**config.mk**
```make
export PLATFORM = sky130hd
export DESIGN_NAME = sle_ram
export DESIGN_NICKNAME = d
export VERILOG_FILES = /design/src/sv/sle_ram.sv
export SDC_FILE = /design/constraint.sdc
export NUM_CORES = 1
export LEC_CHECK = 0
export BUFFER_PORTS_ARGS = -buffer_cell sky130_fd_sc_hd__buf_2
export CORE_MARGIN = 5
export CORE_UTILIZATION = 50
export CTS_CLUSTER_SIZE = 8
export DETAILED_ROUTE_END_ITERATION = 16
export PLACE_DENSITY = 0.66
export SYNTH_ARGS = -nofsm -noshare
export SYNTH_HDL_FRONTEND = slang
export SYNTH_SLANG_ARGS = --single-unit
```
**constraint.sdc**
```tcl
create_clock -name clk -period 6.35 [get_ports clk]
set_clock_uncertainty 0.2 [all_clocks]
set_input_delay 0.635 -clock clk [delete_from_list [all_inputs] [get_ports clk]]
set_output_delay 0.635 -clock clk [all_outputs]
set_load 0.01 [all_outputs]
```
**src/sv/sle_ram.sv**
```systemverilog
`timescale 1ns / 1ps
// ----------------------------------------------------------------------------
// sle_ram
// Simple dual-port synchronous ram, one write and one registered read port.
// ----------------------------------------------------------------------------
module sle_ram #(
    parameter int ADDR_W = 6,
    parameter int DATA_W = 8
) (
    input  logic              clk,
    input  logic              we,
    input  logic [ADDR_W-1:0] waddr,
    input  logic [DATA_W-1:0] wdata,
    input  logic              re,
    input  logic [ADDR_W-1:0] raddr,
    output logic [DATA_W-1:0] rdata
);

    logic [DATA_W-1:0] mem [1 << ADDR_W];
    logic [DATA_W-1:0] rdata_reg;

    always_ff @(posedge clk)
    begin
        if (we)
        begin
            mem[waddr] <= wdata;
        end
        if (re)
        begin
            rdata_reg <= mem[raddr];
        end
    end

    assign rdata = rdata_reg;

endmodule
```
-- Word level (Yosys, flattened, before mapping)
Memory sizes are Yosys's and may differ from the RTL's. A register that Yosys moved wholly into a read port is not among the register bits.
Cells that the tools add are included.
- add/subtract/negate cells: 0
- multiply operators: 0
- divide/modulo/power cells: 0
- $lt $le $gt $ge: 0
- eq/ne operators: 0
- shifts and indexed selects: 0
- muxes and demuxes: 2
- bitwise operators: 0
- reductions and logical operators: 0
- operators by type and width (operator ; number):
    $mux 1 ; 2
- bits in registers: 0
- latch bits: 0
- bits in writable memories: 512
- ROM bits: 0
- output and inout bits: 8
- logic and storage cells: 3
- memories: 1
- memories (name ; words ; bits a word ; read ports ; clocked after Yosys merged registers in ; write ports ; line ; source):
    mem ; 64 ; 8 ; 1 ; 1 ; 1 ; 19 ; logic [DATA_W-1:0] mem [1 << ADDR_W];

-- Depth between registers and ports, before layout
- word-level depth: 2
- mapped depth: 9
- gate-level depth less buffers: 5

-- Worst setup path before layout
No wires, ideal clock.
- path type: input to register
- start: input raddr[1]
- end: register rdata_reg[3] (netlist: rdata[3]), read port of mem, data pin
- data arrival time: 2.175 ns
- path slack: 3.709 ns
- stages on the path: 7
- cells stage by stage: buf_4 buf_2 buf_2 mux4_2 mux4_2 o21ai_1 o41ai_1
- RTL lines (element ; line ; source):
    start: declaration ; 15 ; input logic [ADDR_W-1:0] raddr,
    end: declaration ; 20 ; logic [DATA_W-1:0] rdata_reg;

==> out/results.ini <==
[outcome]
status=finished, final reports clean

[finish]
drive_gt1_share_pct=25.9
final-seq-area_um2=15600
area_growth_pct=12.7
largest_reg_flops=512
fillCellCount=2833
nNetsFinal=1028
layout_commonest_cell=edfxtp_1
antenna_cells=0
utilization_pct=57.2
final_cell_mix=edfxtp_1, mux4_2, nor2_1, clkbuf_16, buf_2
post-route-cell-area_um2=22800
multi_input_area_um2=4320
final_cells=1534

[critical_path]
ff2ff_path_depth=4
r2r-end=rdata[0]
critPathMaxFanout=59
worstSetupEndpointType=register
r2r_setup_slack_ns=3.86
crit_type=in2reg
r2r_start=mem[47][0]
cp.required_ns=6.43
start_kind=primary input
worstPathArrival_ns=3.28

[timing]
setup_tns_ns=0
rsz0062_at_grt=false
setup_viol=0
finalCriticalPeriod_ns=3.19
hold_viol=0
slew_headroom_pct=18.1
fmax_mhz=313
tightest_slew_ns=1.23
slew_violations=0
min_period_over_period_pct=50.3

[route]
wl_per_cell_um=28.2
drt-total-wl_um=43200
drc=0
vias=9432
drt_iter0_markers=954
detail-route-antenna-nets=0
first_pass_iters=5
routed_via_density=6.15

[synth]
synthXorXnorAreaFrac_pct=0
yosysSeqAreaShare_pct=77.1
synth_cell_types=39
ys_warn_count=0
synthAdderAreaFrac_pct=0
synth_compound_area_share_pct=2.06
synthSimpleGateAreaFrac_pct=3.37
synth_top_family_by_area=multiplexers
syn_area_per_cell_um2=21.5
ys_ff_latch=520
synth_edf_count=520
synth_nets=963
syn_inst=940
ys.flop_type=edfxtp_1
netlist.top_cell.by_area=edfxtp_1
synthTopCellsByArea=edfxtp_1, mux4_2, nor2_1
netlist_area_um2=20200
synth_top_cell_area_share_pct=77.1
synth.area.mux_share_pct=15.9
synthArstFlopShare_pct=0

[clock_tree]
cts_hold_buf=0
numCtsBuffers=74
post_cts_buffers=0
path_clk_slew_ns=0.05
cts_tree=done
cts_buffer_depth=3
post_cts_resized=0
clock_sinks=520
cts-root-buf=clkbuf_16
cts_max_level=3
clock_latency_ns=0.57

[hold_path]
min_path_cells=1
hold_path.class=in2reg
hp-start=re
min_to=rdata[7]

[floorplanning]
ios=31
dieHeight_um=211
fp.dieW_um=211
initial_utilization_pct=50.7
rows=73
dieArea_um2=44600
core_um2=39900

[place]
port_buffers=30
gp_routability_congestion=0.787
place_hpwl_um=25200
placedCellCount=1454
dpl_cell_area_um2=20800

[run]
cap_violations=0

[grt]
use_met1_pct=29.0
gr-total-overflow=0
grt_pass1_vias=9716
gr-usage-met2_pct=30.2
antenna_found_initial=5
track_usage_pct=19.9
grt-busiest-layer=met2
grt_max_degree=67
met3_usage_pct=4.81
grt_pass1_wl_um=64600

[pwr]
leakagePower_nw=7.12
ir_drop_v=0.000198
power.density_nw_per_um2=333
p_total_mw=7.60

## power breakdown
part           switching, mW  leakage, nW  internal (mW)
sequential            0.0109         4.69           3.82
combinational          0.206         1.45          0.124
clock                   1.28        0.978           2.16
## worst max path at each step
stage | start | end | cells past startpoint
after floorplan | raddr[1] | rdata[3] | 7
after global routing | raddr[1] | rdata[0] | 7
after detailed placement | raddr[1] | rdata[0] | 7
after global placement | raddr[1] | rdata[0] | 7
final | raddr[1] | rdata[0] | 7
after CTS | raddr[1] | rdata[0] | 7
## synth_stat cells, drive strengths merged, types with 4 or more instances
master    n
edfxtp  520
nor2     83
mux4    126
nand3    13
mux2i    23
nor2b    14
o221ai    8
nor3      7
a221oi    6
nand2b    7
mux2     13
o22ai     8
o21ai     4
clkbuf   17
nand2    19
a211oi    4
buf      34
## logic make-up (layout without fill, tap and decap cells)
kind of cell / count (synthesis) / in the layout
DFF: 520 / 520
muxes: 162 / 162
and+or+nand+nor: 153 / 153
AOI/OAI and AO/OA: 54 / 54
buffers and inverters: 51 / 120
## stage by stage
stage / worst slack, ns / hold slack (ns)
floorplan: 3.71 / 0.534
global placement: 2.55 / 0.695
detailed placement: 2.55 / 0.703
CTS: 3.15 / 0.211
global route: 3.02 / 0.220
finish: 3.16 / 0.236
## worst max-delay path, stage by stage
cell       delay, ns
buf_4           0.70
buf_4           0.64
mux4_2          0.42
mux4_2          0.49
nor2_1          0.13
nor3_1          0.06
o2bb2ai_1       0.13
## layer usage
| layer | vias to the layer above | routed length (µm) |
|---|---|---|
| li1 | 4037 | - |
| met1 | 4912 | 18300 |
| met2 | 390 | 20500 |
| met3 | 83 | 3270 |
| met4 | 10 | 1040 |
| met5 | - | 72 |
## final cells by class
cell class                      instances  share of cell area, %
Clock buffer                           79                   8.66
Sequential cell                       520                   68.4
Multi-Input combinational cell        369                   18.9
Timing Repair Buffer                   40                   1.10
Tap cell                              525                   2.88
Clock inverter                          1                 0.0384
No activity file was read; power rests on OpenSTA's default activity.
